## src/hdl/wps_pkg.sv

```systemverilog
`default_nettype none

package wps_pkg;

    // Parse phases
    typedef enum logic [3:0] {
        PH_ID        = 4'd0,
        PH_RIFF_LEN  = 4'd1,
        PH_RIFF_TYPE = 4'd2,
        PH_FMT_LEN   = 4'd3,
        PH_FMT_BODY  = 4'd4,
        PH_SKIP_LEN  = 4'd5,
        PH_SKIP      = 4'd6,
        PH_DATA_LEN  = 4'd7,
        PH_DATA      = 4'd8,
        PH_DONE      = 4'd9
    } t_phase;

    // Chunk tags as gathered little-endian
    localparam logic [31:0] TAG_RIFF = 32'h4646_4952;
    localparam logic [31:0] TAG_WAVE = 32'h4556_4157;
    localparam logic [31:0] TAG_FMT  = 32'h2074_6D66;
    localparam logic [31:0] TAG_DATA = 32'h6174_6164;

    localparam logic [31:0] FMT_MIN_LEN  = 32'd16;
    localparam logic [31:0] RIFF_HDR_LEN = 32'd8;
    localparam logic [15:0] BITS_8       = 16'd8;
    localparam logic [15:0] BITS_16      = 16'd16;

    // Result kinds
    localparam logic [1:0] KIND_FORMAT   = 2'd0;
    localparam logic [1:0] KIND_SAMPLE   = 2'd1;
    localparam logic [1:0] KIND_ERROR    = 2'd2;
    localparam logic [1:0] KIND_DATA_END = 2'd3;

    // Error codes
    localparam logic [1:0] ERR_BAD_HEADER = 2'd0;
    localparam logic [1:0] ERR_NO_FMT     = 2'd1;
    localparam logic [1:0] ERR_SHORT_FMT  = 2'd2;
    localparam logic [1:0] ERR_EARLY_END  = 2'd3;

    // One result word plus its valid flag
    typedef struct packed {
        logic               valid;
        logic [1:0]         kind;
        logic signed [15:0] sample_value;
        logic [15:0]        channel_index;
        logic [15:0]        channel_count;
        logic [31:0]        frame_rate;
        logic [15:0]        sample_bits;
        logic [15:0]        format_code;
        logic [1:0]         error_code;
        logic               last_sample;
    } t_result;

endpackage

`default_nettype wire

```

## src/hdl/wps_core.sv

```systemverilog
`default_nettype none

// Parser state and the one-byte step. State advances when i_en is high.
module wps_core (
    input  wire logic             i_clk,
    input  wire logic             i_rst_n,
    input  wire logic             i_en,
    input  wire logic [7:0]       i_byte,
    input  wire logic             i_eos,
    input  wire logic [31:0]      i_total_length,
    output wps_pkg::t_result      o_res
);

    wps_pkg::t_phase r_phase, n_phase, w_step_phase;
    logic [3:0]  r_pos, n_pos;
    logic [31:0] r_rem, n_rem;
    logic [31:0] r_shift, n_shift;
    logic        r_fmt_seen, n_fmt_seen;
    logic [15:0] r_channels, n_channels;
    logic [31:0] r_rate, n_rate;
    logic [15:0] r_bits, n_bits;
    logic [15:0] r_format, n_format;
    logic [15:0] r_frame, n_frame;
    logic [7:0]  r_hold, n_hold;

    logic [31:0] w_word;
    logic        w_gdone;
    logic [31:0] w_rem_dec;
    logic [31:0] w_data_rem;
    logic        w_hdr_bad;
    logic        w_is16;
    logic        w_sample_go;
    logic [16:0] w_frame_inc;

    wps_pkg::t_result w_res;

    // Gather helpers
    assign w_word    = {i_byte, r_shift[31:8]};
    assign w_gdone   = (r_pos == 4'd3);
    assign w_rem_dec = r_rem - 32'd1;
    assign w_is16    = (r_bits == wps_pkg::BITS_16);
    assign w_hdr_bad = (r_rem != (i_total_length - wps_pkg::RIFF_HDR_LEN)) ||
                       (w_word != wps_pkg::TAG_WAVE);
    assign w_data_rem = w_is16 ? {1'b0, w_word[31:1]} :
                        (r_bits == wps_pkg::BITS_8) ? w_word : 32'd0;
    // a sample completes on every 8-bit byte, on the high byte for 16-bit
    assign w_sample_go = !w_is16 || (r_pos == 4'd1);
    assign w_frame_inc = {1'b0, r_frame} + 17'd1;

    // Next phase
    always_comb begin
        w_step_phase = r_phase;
        unique case (r_phase)
            wps_pkg::PH_ID: begin
                if (w_gdone) begin
                    if (w_word == wps_pkg::TAG_RIFF)
                        w_step_phase = wps_pkg::PH_RIFF_LEN;
                    else if (w_word == wps_pkg::TAG_FMT)
                        w_step_phase = wps_pkg::PH_FMT_LEN;
                    else if (w_word == wps_pkg::TAG_DATA)
                        w_step_phase = r_fmt_seen ? wps_pkg::PH_DATA_LEN : wps_pkg::PH_DONE;
                    else
                        w_step_phase = wps_pkg::PH_SKIP_LEN;
                end
            end
            wps_pkg::PH_RIFF_LEN: begin
                if (w_gdone) w_step_phase = wps_pkg::PH_RIFF_TYPE;
            end
            wps_pkg::PH_RIFF_TYPE: begin
                if (w_gdone) w_step_phase = w_hdr_bad ? wps_pkg::PH_DONE : wps_pkg::PH_ID;
            end
            wps_pkg::PH_FMT_LEN: begin
                if (w_gdone)
                    w_step_phase = (w_word < wps_pkg::FMT_MIN_LEN) ? wps_pkg::PH_DONE
                                                                   : wps_pkg::PH_FMT_BODY;
            end
            wps_pkg::PH_FMT_BODY: begin
                if (r_pos == 4'd15)
                    w_step_phase = (r_rem != 32'd0) ? wps_pkg::PH_SKIP : wps_pkg::PH_ID;
            end
            wps_pkg::PH_SKIP_LEN: begin
                if (w_gdone)
                    w_step_phase = (w_word != 32'd0) ? wps_pkg::PH_SKIP : wps_pkg::PH_ID;
            end
            wps_pkg::PH_SKIP: begin
                if (r_rem == 32'd1) w_step_phase = wps_pkg::PH_ID;
            end
            wps_pkg::PH_DATA_LEN: begin
                if (w_gdone)
                    w_step_phase = (w_data_rem == 32'd0) ? wps_pkg::PH_DONE : wps_pkg::PH_DATA;
            end
            wps_pkg::PH_DATA: begin
                if (w_sample_go && r_rem == 32'd1) w_step_phase = wps_pkg::PH_DONE;
            end
            default: w_step_phase = wps_pkg::PH_DONE;
        endcase
        // end of stream before parsing ends stops everything
        n_phase = i_eos ? wps_pkg::PH_DONE : w_step_phase;
    end

    // Datapath updates and the result word
    always_comb begin
        n_pos      = r_pos;
        n_rem      = r_rem;
        n_shift    = r_shift;
        n_fmt_seen = r_fmt_seen;
        n_channels = r_channels;
        n_rate     = r_rate;
        n_bits     = r_bits;
        n_format   = r_format;
        n_frame    = r_frame;
        n_hold     = r_hold;
        w_res      = '0;
        unique case (r_phase)
            wps_pkg::PH_ID, wps_pkg::PH_RIFF_LEN, wps_pkg::PH_RIFF_TYPE,
            wps_pkg::PH_FMT_LEN, wps_pkg::PH_SKIP_LEN, wps_pkg::PH_DATA_LEN: begin
                n_shift = w_word;
                n_pos   = w_gdone ? 4'd0 : r_pos + 4'd1;
                if (w_gdone) begin
                    unique case (r_phase)
                        wps_pkg::PH_ID: begin
                            if (w_word == wps_pkg::TAG_DATA && !r_fmt_seen) begin
                                w_res.valid      = 1'b1;
                                w_res.kind       = wps_pkg::KIND_ERROR;
                                w_res.error_code = wps_pkg::ERR_NO_FMT;
                            end
                        end
                        wps_pkg::PH_RIFF_LEN: n_rem = w_word;
                        wps_pkg::PH_RIFF_TYPE: begin
                            n_rem = 32'd0;
                            if (w_hdr_bad) begin
                                w_res.valid      = 1'b1;
                                w_res.kind       = wps_pkg::KIND_ERROR;
                                w_res.error_code = wps_pkg::ERR_BAD_HEADER;
                            end
                        end
                        wps_pkg::PH_FMT_LEN: begin
                            if (w_word < wps_pkg::FMT_MIN_LEN) begin
                                w_res.valid      = 1'b1;
                                w_res.kind       = wps_pkg::KIND_ERROR;
                                w_res.error_code = wps_pkg::ERR_SHORT_FMT;
                            end else begin
                                n_rem = w_word - wps_pkg::FMT_MIN_LEN;
                            end
                        end
                        wps_pkg::PH_SKIP_LEN: n_rem = w_word;
                        default: begin
                            // data length
                            n_frame = 16'd0;
                            n_rem   = w_data_rem;
                            if (w_data_rem == 32'd0) begin
                                w_res.valid = 1'b1;
                                w_res.kind  = wps_pkg::KIND_DATA_END;
                            end
                        end
                    endcase
                end
            end
            wps_pkg::PH_FMT_BODY: begin
                n_pos = r_pos + 4'd1;
                case (r_pos)
                    4'd0:  n_format[7:0]    = i_byte;
                    4'd1:  n_format[15:8]   = i_byte;
                    4'd2:  n_channels[7:0]  = i_byte;
                    4'd3:  n_channels[15:8] = i_byte;
                    4'd4:  n_rate[7:0]      = i_byte;
                    4'd5:  n_rate[15:8]     = i_byte;
                    4'd6:  n_rate[23:16]    = i_byte;
                    4'd7:  n_rate[31:24]    = i_byte;
                    4'd14: n_bits[7:0]      = i_byte;
                    4'd15: n_bits[15:8]     = i_byte;
                    default: ;
                endcase
                if (r_pos == 4'd15) begin
                    n_fmt_seen          = 1'b1;
                    w_res.valid         = 1'b1;
                    w_res.kind          = wps_pkg::KIND_FORMAT;
                    w_res.channel_count = r_channels;
                    w_res.frame_rate    = r_rate;
                    w_res.sample_bits   = {i_byte, r_bits[7:0]};
                    w_res.format_code   = r_format;
                end
            end
            wps_pkg::PH_SKIP: n_rem = w_rem_dec;
            wps_pkg::PH_DATA: begin
                if (w_is16 && r_pos == 4'd0) begin
                    n_hold = i_byte;
                    n_pos  = 4'd1;
                end else begin
                    if (w_is16) n_pos = 4'd0;
                    n_rem               = w_rem_dec;
                    n_frame             = (w_frame_inc >= {1'b0, r_channels}) ? 16'd0
                                                                              : w_frame_inc[15:0];
                    w_res.valid         = 1'b1;
                    w_res.kind          = wps_pkg::KIND_SAMPLE;
                    w_res.sample_value  = w_is16 ? {i_byte, r_hold}
                                                 : {i_byte ^ 8'h80, 8'h00};
                    w_res.channel_index = r_frame;
                    w_res.last_sample   = (w_rem_dec == 32'd0);
                end
            end
            default: ;
        endcase
        // early end replaces any other result
        if (i_eos && w_step_phase != wps_pkg::PH_DONE) begin
            w_res            = '0;
            w_res.valid      = 1'b1;
            w_res.kind       = wps_pkg::KIND_ERROR;
            w_res.error_code = wps_pkg::ERR_EARLY_END;
        end
        w_res.valid = w_res.valid & i_en;
    end

    assign o_res = w_res;

    // State registers
    always_ff @(posedge i_clk) begin
        if (!i_rst_n) begin
            r_phase    <= wps_pkg::PH_ID;
            r_pos      <= 4'd0;
            r_rem      <= 32'd0;
            r_shift    <= 32'd0;
            r_fmt_seen <= 1'b0;
            r_channels <= 16'd0;
            r_rate     <= 32'd0;
            r_bits     <= 16'd0;
            r_format   <= 16'd0;
            r_frame    <= 16'd0;
            r_hold     <= 8'd0;
        end else if (i_en) begin
            r_phase    <= n_phase;
            r_pos      <= n_pos;
            r_rem      <= n_rem;
            r_shift    <= n_shift;
            r_fmt_seen <= n_fmt_seen;
            r_channels <= n_channels;
            r_rate     <= n_rate;
            r_bits     <= n_bits;
            r_format   <= n_format;
            r_frame    <= n_frame;
            r_hold     <= n_hold;
        end
    end

endmodule

`default_nettype wire

```

## src/hdl/wav_pcm_stream_parser.sv

```systemverilog
// Channel   | Dir | Handshake          | Word
// ----------+-----+--------------------+-------------------------------------------
// byte in   | in  | i_valid / o_stall  | i_byte_value, i_end_of_stream
// result    | out | o_valid / i_stall  | o_kind, o_sample_value, ... o_last_sample
// config    | in  | i_cfg_wr_en        | i_cfg_wr_data (total length)
//
// One byte per cycle while no held result stalls the input; a byte taken sits in the
// input register, then the parse step loads its result into the result register.
// Reset is synchronous and active low; no clearing pass.
// i_stall holds the result register; the input register keeps taking bytes while
// the step has room, and o_stall rises only when a byte waits on a held result.
`default_nettype none

module wav_pcm_stream_parser (
    input  wire logic               i_clk,
    input  wire logic               i_rst_n,
    // byte in
    input  wire logic               i_valid,
    output logic                    o_stall,
    input  wire logic [7:0]         i_byte_value,
    input  wire logic               i_end_of_stream,
    // config
    input  wire logic               i_cfg_wr_en,
    input  wire logic [31:0]        i_cfg_wr_data,
    // result
    output logic                    o_valid,
    input  wire logic               i_stall,
    output logic [1:0]              o_kind,
    output logic signed [15:0]      o_sample_value,
    output logic [15:0]             o_channel_index,
    output logic [15:0]             o_channel_count,
    output logic [31:0]             o_frame_rate,
    output logic [15:0]             o_sample_bits,
    output logic [15:0]             o_format_code,
    output logic [1:0]              o_error_code,
    output logic                    o_last_sample
);

    logic        r_in_vld;
    logic [7:0]  r_in_byte;
    logic        r_in_eos;
    logic [31:0] r_total_len;
    logic        w_out_free;
    logic        w_fire;

    wps_pkg::t_result w_res;
    wps_pkg::t_result r_out;

    assign w_out_free = !r_out.valid || !i_stall;
    assign w_fire     = r_in_vld && w_out_free;
    assign o_stall    = r_in_vld && !w_out_free;

    // Total length register
    always_ff @(posedge i_clk) begin
        if (!i_rst_n) begin
            r_total_len <= 32'd0;
        end else if (i_cfg_wr_en) begin
            r_total_len <= i_cfg_wr_data;
        end
    end

    // Input register
    always_ff @(posedge i_clk) begin
        if (!i_rst_n) begin
            r_in_vld <= 1'b0;
        end else if (i_valid && !o_stall) begin
            r_in_vld <= 1'b1;
        end else if (w_fire) begin
            r_in_vld <= 1'b0;
        end
    end

    always_ff @(posedge i_clk) begin
        if (i_valid && !o_stall) begin
            r_in_byte <= i_byte_value;
            r_in_eos  <= i_end_of_stream;
        end
    end

    // Parse step
    wps_core u_core (
        .i_clk          (i_clk),
        .i_rst_n        (i_rst_n),
        .i_en           (w_fire),
        .i_byte         (r_in_byte),
        .i_eos          (r_in_eos),
        .i_total_length (r_total_len),
        .o_res          (w_res)
    );

    // Result register
    always_ff @(posedge i_clk) begin
        if (!i_rst_n) begin
            r_out <= '0;
        end else if (w_fire) begin
            r_out <= w_res;
        end else if (!i_stall) begin
            r_out.valid <= 1'b0;
        end
    end

    assign o_valid         = r_out.valid;
    assign o_kind          = r_out.kind;
    assign o_sample_value  = r_out.sample_value;
    assign o_channel_index = r_out.channel_index;
    assign o_channel_count = r_out.channel_count;
    assign o_frame_rate    = r_out.frame_rate;
    assign o_sample_bits   = r_out.sample_bits;
    assign o_format_code   = r_out.format_code;
    assign o_error_code    = r_out.error_code;
    assign o_last_sample   = r_out.last_sample;

endmodule

`default_nettype wire

```

## config.mk

```make
export PLATFORM = sky130hd
export DESIGN_NAME = wav_pcm_stream_parser
export DESIGN_NICKNAME = d
export VERILOG_FILES = /design/src/hdl/wps_pkg.sv /design/src/hdl/wps_core.sv /design/src/hdl/wav_pcm_stream_parser.sv
export SDC_FILE = /design/constraint.sdc
export NUM_CORES = 1
export LEC_CHECK = 0
export ABC_AREA = 1
export BUFFER_PORTS_ARGS = -buffer_cell sky130_fd_sc_hd__buf_2
export CORE_UTILIZATION = 55
export DETAILED_ROUTE_END_ITERATION = 16
export PLACE_DENSITY = 0.75
export SETUP_SLACK_MARGIN = 0.5
export SYNTH_ARGS = -nofsm -noshare
export SYNTH_HDL_FRONTEND = slang
export SYNTH_SLANG_ARGS = --single-unit
```

## constraint.sdc

```tcl
create_clock -name i_clk -period 6.86 [get_ports i_clk]
set_input_delay 1.029 -clock i_clk [delete_from_list [all_inputs] [get_ports i_clk]]
set_output_delay 1.029 -clock i_clk [all_outputs]
set_load 0.05 [all_outputs]
```

; Yosys cells after proc, flatten, opt, wreduce, memory -nomap -nowiden
; Cells that the tools add are included.
; Widths: inputs -> output; s select.
[totals]
regBits = 337
inputBits = 46
output_inout_bits = 119
elab_cells = 178
[op_classes]
n_addsub = 5
order_cmp = 2
n_eq_ne = 33
n_mux = 61
bitwise = 2
n_reduce_logical = 44
[op_table]
columns = operator, n
row1 = $mux 32, 6
row2 = $mux 80, 2
row3 = $pmux 32 s4, 1
row4 = $mux 118, 1
row5 = $pmux 32 s3, 1
row6 = $mux 16, 5
row7 = $mux 4, 19
row8 = $eq 32x31->1 const B, 2
row9 = $logic_not 32->1, 2
row10 = $reduce_bool 32->1, 2
row11 = $pmux 4 s9, 1
row12 = $reduce_and 3->1, 12
row13 = $mux 35, 1
row14 = $eq 32x1->1 const B, 1
row15 = $eq 32x30->1 const B, 1
row16 = $eq 4x3->1 const B, 8
row17 = $lt 32x5->1 const B, 1
row18 = $ne 32x31->1 const B, 1
row19 = $ne 32x32->1, 1
row20 = $pmux 16 s2, 1
row21 = $sub 32x1->32 const B, 1
row22 = $sub 32x4->32 const B, 1
row23 = $sub 32x5->32 const B, 1
row24 = $mux 3, 8
row25 = 33 further kinds, 67

; Longest topological paths before layout
[logic_depth]
word_depth = 12
ltp_mapped = 24

; Hierarchy
; From an unflattened synthesis, not the netlist that was laid out.
[hier_totals]
hier_cells = 3044
area_unflattened_um2 = 19675.1
[by_module_without_submodules]
columns = mod, n_inst, cells_per_inst, area_each_um2, seq_area_each_um2
row1 = wps_core, 1, 2117, 13037.5, 3383.2
row2 = wav_pcm_stream_parser, 1, 927, 6637.6, 3293.2

; Worst setup path after synthesis
; OpenSTA, ideal clock, no wires.
[synth_path]
kind = reg-to-reg
startpoint = register u_core.r_frame[0]
endpoint = register u_core.r_frame[11]
setup_ns = 0.070
arrival_ns = 2.929
path_slack_ns = 3.861
stages_incl_launch_ff = 20
synth_period_minus_slack_ns = 2.999
path_cell_list = dfxtp_1 > ha_1 > nand2_1 > nor2_1 > nand3_1 > nand3b_1 > nor2_1 > xor2_1 > ha_1 > a21oi_1 > nor2_1 > a211oi_1 > nor2_1 > nor4_1 > o211a_1 > nand2_1 > nor2_4 > buf_4 > nand2_1 > a21oi_1
[synth_between]
elab_chain_cells = 5
[synth_rtl]
columns = element, line
row1 = "start, declared", wps_core.sv:23  ; logic [15:0] r_frame, n_frame;
row2 = "start signal, assigned", wps_core.sv:240  ; r_frame <= n_frame;
row3 = $add 16x1->17 (*), wps_core.sv:48  ; assign w_frame_inc = {1'b0, r_frame} + 17'd1;
row4 = $ge 17x16->1, wps_core.sv:192  ; n_frame = (w_frame_inc >= {1'b0, r_channels}) ? 16'd0
row5 = $mux 16 (*), wps_core.sv:192
row6 = $mux 16 (*), wps_core.sv:186  ; if (w_is16 && r_pos == 4'd0) begin
row7 = $pmux 16 s2 (*), wps_core.sv:114  ; unique case (r_phase)
; Every way passes the cells marked *; elsewhere a longest branch is shown, timed or not. The select of a mux whose other input is x is not followed.
; A chain may end at the register's enable or synchronous reset.

; Worst setup path in the final report
[layout_path]
startpoint = register u_core.r_phase[1]
endpoint = register u_core.r_rem[7]
[layout_between]
elab_chain_cells = 5
word_cells_on_any_way = 19
cone_classes = 11 x eq/ne / 3 x mux / 5 x reduce/logical
[layout_rtl]
columns = element, line
row1 = "start, declared", wps_core.sv:14  ; wps_pkg::t_phase r_phase, n_phase, w_step_phase;
row2 = "start signal, assigned", wps_core.sv:219  ; r_phase <= wps_pkg::PH_ID;
row3 = "start signal, assigned", wps_core.sv:231  ; r_phase <= n_phase;
row4 = $eq 4x1->1 / $eq 4x3->1 (equally long branches), "wps_core.sv:114, wps_core.sv:120"
row5 = $reduce_or 2->1 (no source line), --
row6 = $pmux 32 s4, wps_core.sv:120  ; unique case (r_phase)
row7 = $mux 32, wps_core.sv:119  ; if (w_gdone) begin
row8 = $pmux 32 s3, wps_core.sv:114
row9 = "end signal, assigned", wps_core.sv:233  ; r_rem <= n_rem;
row10 = "end, declared", wps_core.sv:16  ; logic [31:0] r_rem, n_rem;
; Parallel ways exist; a longest one is shown, timed or not. The select of a mux whose other input is x is not followed.

==> results.ini <==
[timing]
finClkSkew_ns = 0.0125
hold-worst-slack_ns = 0.448
tns_ns = 0
fmax_mhz = 239
max_slew_margin_pct = 17.4
slew_viol_final = 0
setup_violations = 0
worst_pin_slew_ns = 1.23
final-hold-violation-count = 0
final.min_clock_period_ns = 4.18
period_share_pct = 61.0
rsz0062_at_grt = false

[global_route]
grt_overflow = 0
grt_pass1_wl_um = 84400
grt_max_degree = 125
grt_pass1_vias = 16100
grtUsageTotal_pct = 31.2
met1_usage_pct = 43.3
top_usage_layer = met2
grt_antenna_before_repair = 1
gr-usage-met3_pct = 4.98
globalRouteMet2Util_pct = 49.0

[synthesis]
synth_top_cell_by_area = dfxtp_1
synth.most_common_cell = nand2_1
synth_cell_types = 53
netlist_top_cells_count = nand2_1 (457), dfxtp_1 (320), nor2_1 (284)
synth-xor-area-share_pct = 3.44
synth_edf_count = 9
synth-simple-area-share_pct = 28.4
ys_async_sr_fraction_pct = 0
syn_area_sq_mm = 0.0180
synth-adder-area-share_pct = 1.95
synth-compound-area-share_pct = 18.6
synth_top_family_by_area = simple AND/OR/NAND/NOR gates
ys.flop_type = dfxtp_1
yosys_warnings = 0
ys_seq_area_share_pct = 37.2
synth_top_area_share_pct = 35.7
synth_nets = 2674
yosys-mux-area-fraction_pct = 0
synth-seq-cells = 329
avgSynthCellArea_sq_um = 6.91
syn-instance-count = 2600
synthTopCellsByArea = dfxtp_1 (36%), nand2_1 (9.5%), a21oi_1 (7.7%), o21ai_0 (6.4%), nor2_1 (5.9%)

[routing]
route.vias.total = 17600
viasPerCell = 5.66
postRouteAntennaNets = 0
first_pass_iters = 6
drt_iter0_drc = 1557
drc = 0
routedWlPerCell_um = 16.8
wl_um = 52200

[clock_network]
cts_setup_buffers = 0
root_buffer = clkbuf_16
cts_hold_buffers = 0
ctsResizeCount = 0
cts_made_buffers = 36
clk-insertion-delay-late_ns = 0.53
htreeDepth = 2
clock_sinks = 329
cts_buffer_depth = 3
cts_tree = built
path_clk_slew_ns = 0.06

[layout]
final_layout_size_suffix_gt1_share_pct = 13.1
nNetsFinal = 2729
multi_input_area_sq_mm = 0.00945
fillers = 2952
final_area_sq_mm = 0.0199
register_area_sq_mm = 0.00668
synthToLayoutAreaGrowth_pct = 10.6

[placement]
hpwl_um = 36100
place_area_sq_mm = 0.0187
gp_congestion = 0.986
portBuffers = 164

[critical_path]
worstPathRequired_ns = 7.29
start_kind = flop
crit_type = reg2reg
crit_chain = inv_1 -> nand2_1 -> nor2_1 -> inv_2 -> nand2_1 -> nor2_1 -> clkinv_1 -> nor2_1 -> o21ai_0 -> o21ai_0 -> nor2_1 -> a211oi_1
cp_common_cell = nor2_1
crit_slowest_cell = nor2_1
crit_family = simple AND/OR/NAND/NOR gates
max_stage_delay_ns = 0.99
r2r_slack_ns = 2.68
cp_max_fo = 28
cp_data_arrival_time_ns = 4.62
crit_path_end_kind = flop
path_buf_inv = 3

[power]
power_per_cell_area_mw_per_mm2 = 226
leakage_nw = 8.16
peakVddDrop_mv = 0.145

[hold_path]
min_path_type = reg2reg

[die]
initial_utilization_pct = 56.4
num_io_pins = 165
rows = 65
die_w_um = 183
core_sq_mm = 0.0319
die_h_um = 183
die_area_sq_mm = 0.0334

[run]
maxCapViolCount = 0

[outcome]
status = completed

[logic make-up after synthesis]
| family | Yosys count |
|---|---|
| fa+ha+maj | 28 |
| simple gates | 1121 |
| compound gates | 611 |
| buf+inv | 442 |
| xor+xnor | 69 |
| flops | 329 |
[cell usage in the layout, fill, tap and decap left out, drive strengths merged, types with 2 or more instances in the layout]
| master | instances |
|---|---|
| nand4 | 43 |
| a311oi | 3 |
| clkbuf | 49 |
| a211oi | 11 |
| nor2 | 308 |
| dfxtp | 320 |
| nor3 | 26 |
| xor2 | 52 |
| xnor2 | 16 |
| o221ai | 4 |
| nor4 | 14 |
| o211a | 2 |
| o22ai | 8 |
| inv | 276 |
| o21bai | 2 |
| nor3b | 3 |
| o211ai | 8 |
| bufinv | 4 |
| nand3 | 247 |
| o311ai | 2 |
| clkinv | 12 |
| a21oi | 304 |
| a221oi | 2 |
| o2111ai | 8 |
| o21ai | 236 |
| edfxtp | 9 |
| nand3b | 8 |
| or3 | 2 |
| nand2 | 468 |
| ha | 28 |
| a21boi | 2 |
| a31oi | 16 |
| buf | 179 |
[flip-flops by register name, indices dropped and copies added, names as in the netlist, 2 cells and up]
register,count
o_sample_bits,16
u_core.r_rem,32
u_core.r_pos,4
o_channel_count,16
u_core.r_format,16
r_in_byte,8
u_core.r_channels,16
u_core.r_phase,4
r_total_len,32
o_channel_index,16
u_core.r_bits,16
u_core.r_frame,16
u_core.r_rate,32
u_core.r_shift,24
o_kind,2
u_core.r_hold,8
o_frame_rate,32
o_sample_value,16
o_format_code,16
o_error_code,2
[area by class of cell]
| cell class | instances | share of cell area (%) |
|---|---|---|
| Sequential cell | 329 | 33.6 |
| Timing Repair Buffer | 179 | 4.71 |
| Inverter | 280 | 5.30 |
| Clock buffer | 49 | 5.13 |
| Tap cell | 435 | 2.74 |
| Multi-Input combinational cell | 1829 | 47.6 |
| Clock inverter | 13 | 0.920 |
| Antenna cell | 1 | 0.0126 |
[worst paths after layout]
check | startpoint | endpoint | cells past startpoint
worst max-delay path | u_core.r_phase[1] | u_core.r_rem[7] | 12
worst min-delay path | u_core.r_rate[17] | u_core.r_rate[17] | 2
worst max register to register | u_core.r_phase[1] | u_core.r_rem[7] | 12
worst min register to register | u_core.r_rate[17] | u_core.r_rate[17] | 2
[stage by stage]
step	setup slack (ns)	utilization, %	std cells	power, mW
4_1_cts	2.82	62.3	3114	4.51
6_report	2.68	62.3	3115	4.50
3_3_place_gp	2.59	58.5	3052	2.54
3_5_place_dp	2.45	58.5	3052	2.55
5_1_grt	2.34	62.3	3115	4.67
2_1_floorplan	3.86	-	2600	2.42
[metal layers]
| metal | share of wire (%) | wire (um) |
|---|---|---|
| met5 | 0 | 0 |
| met3 | 8.5 | 4460 |
| met2 | 44 | 23000 |
| met4 | 2.9 | 1530 |
| met1 | 45 | 23300 |
[where the power goes]
part / switching [mW] / internal [mW]
combinational: 0.360 / 0.142
sequential: 0.0640 / 1.95
clock: 0.786 / 1.19
[worst min-delay path, stage by stage, from the launching register on]
cell and delay, ns:
dfxtp_1 0.31, inv_1 0.05, a21oi_1 0.05
(Power assumes the default switching activity.)
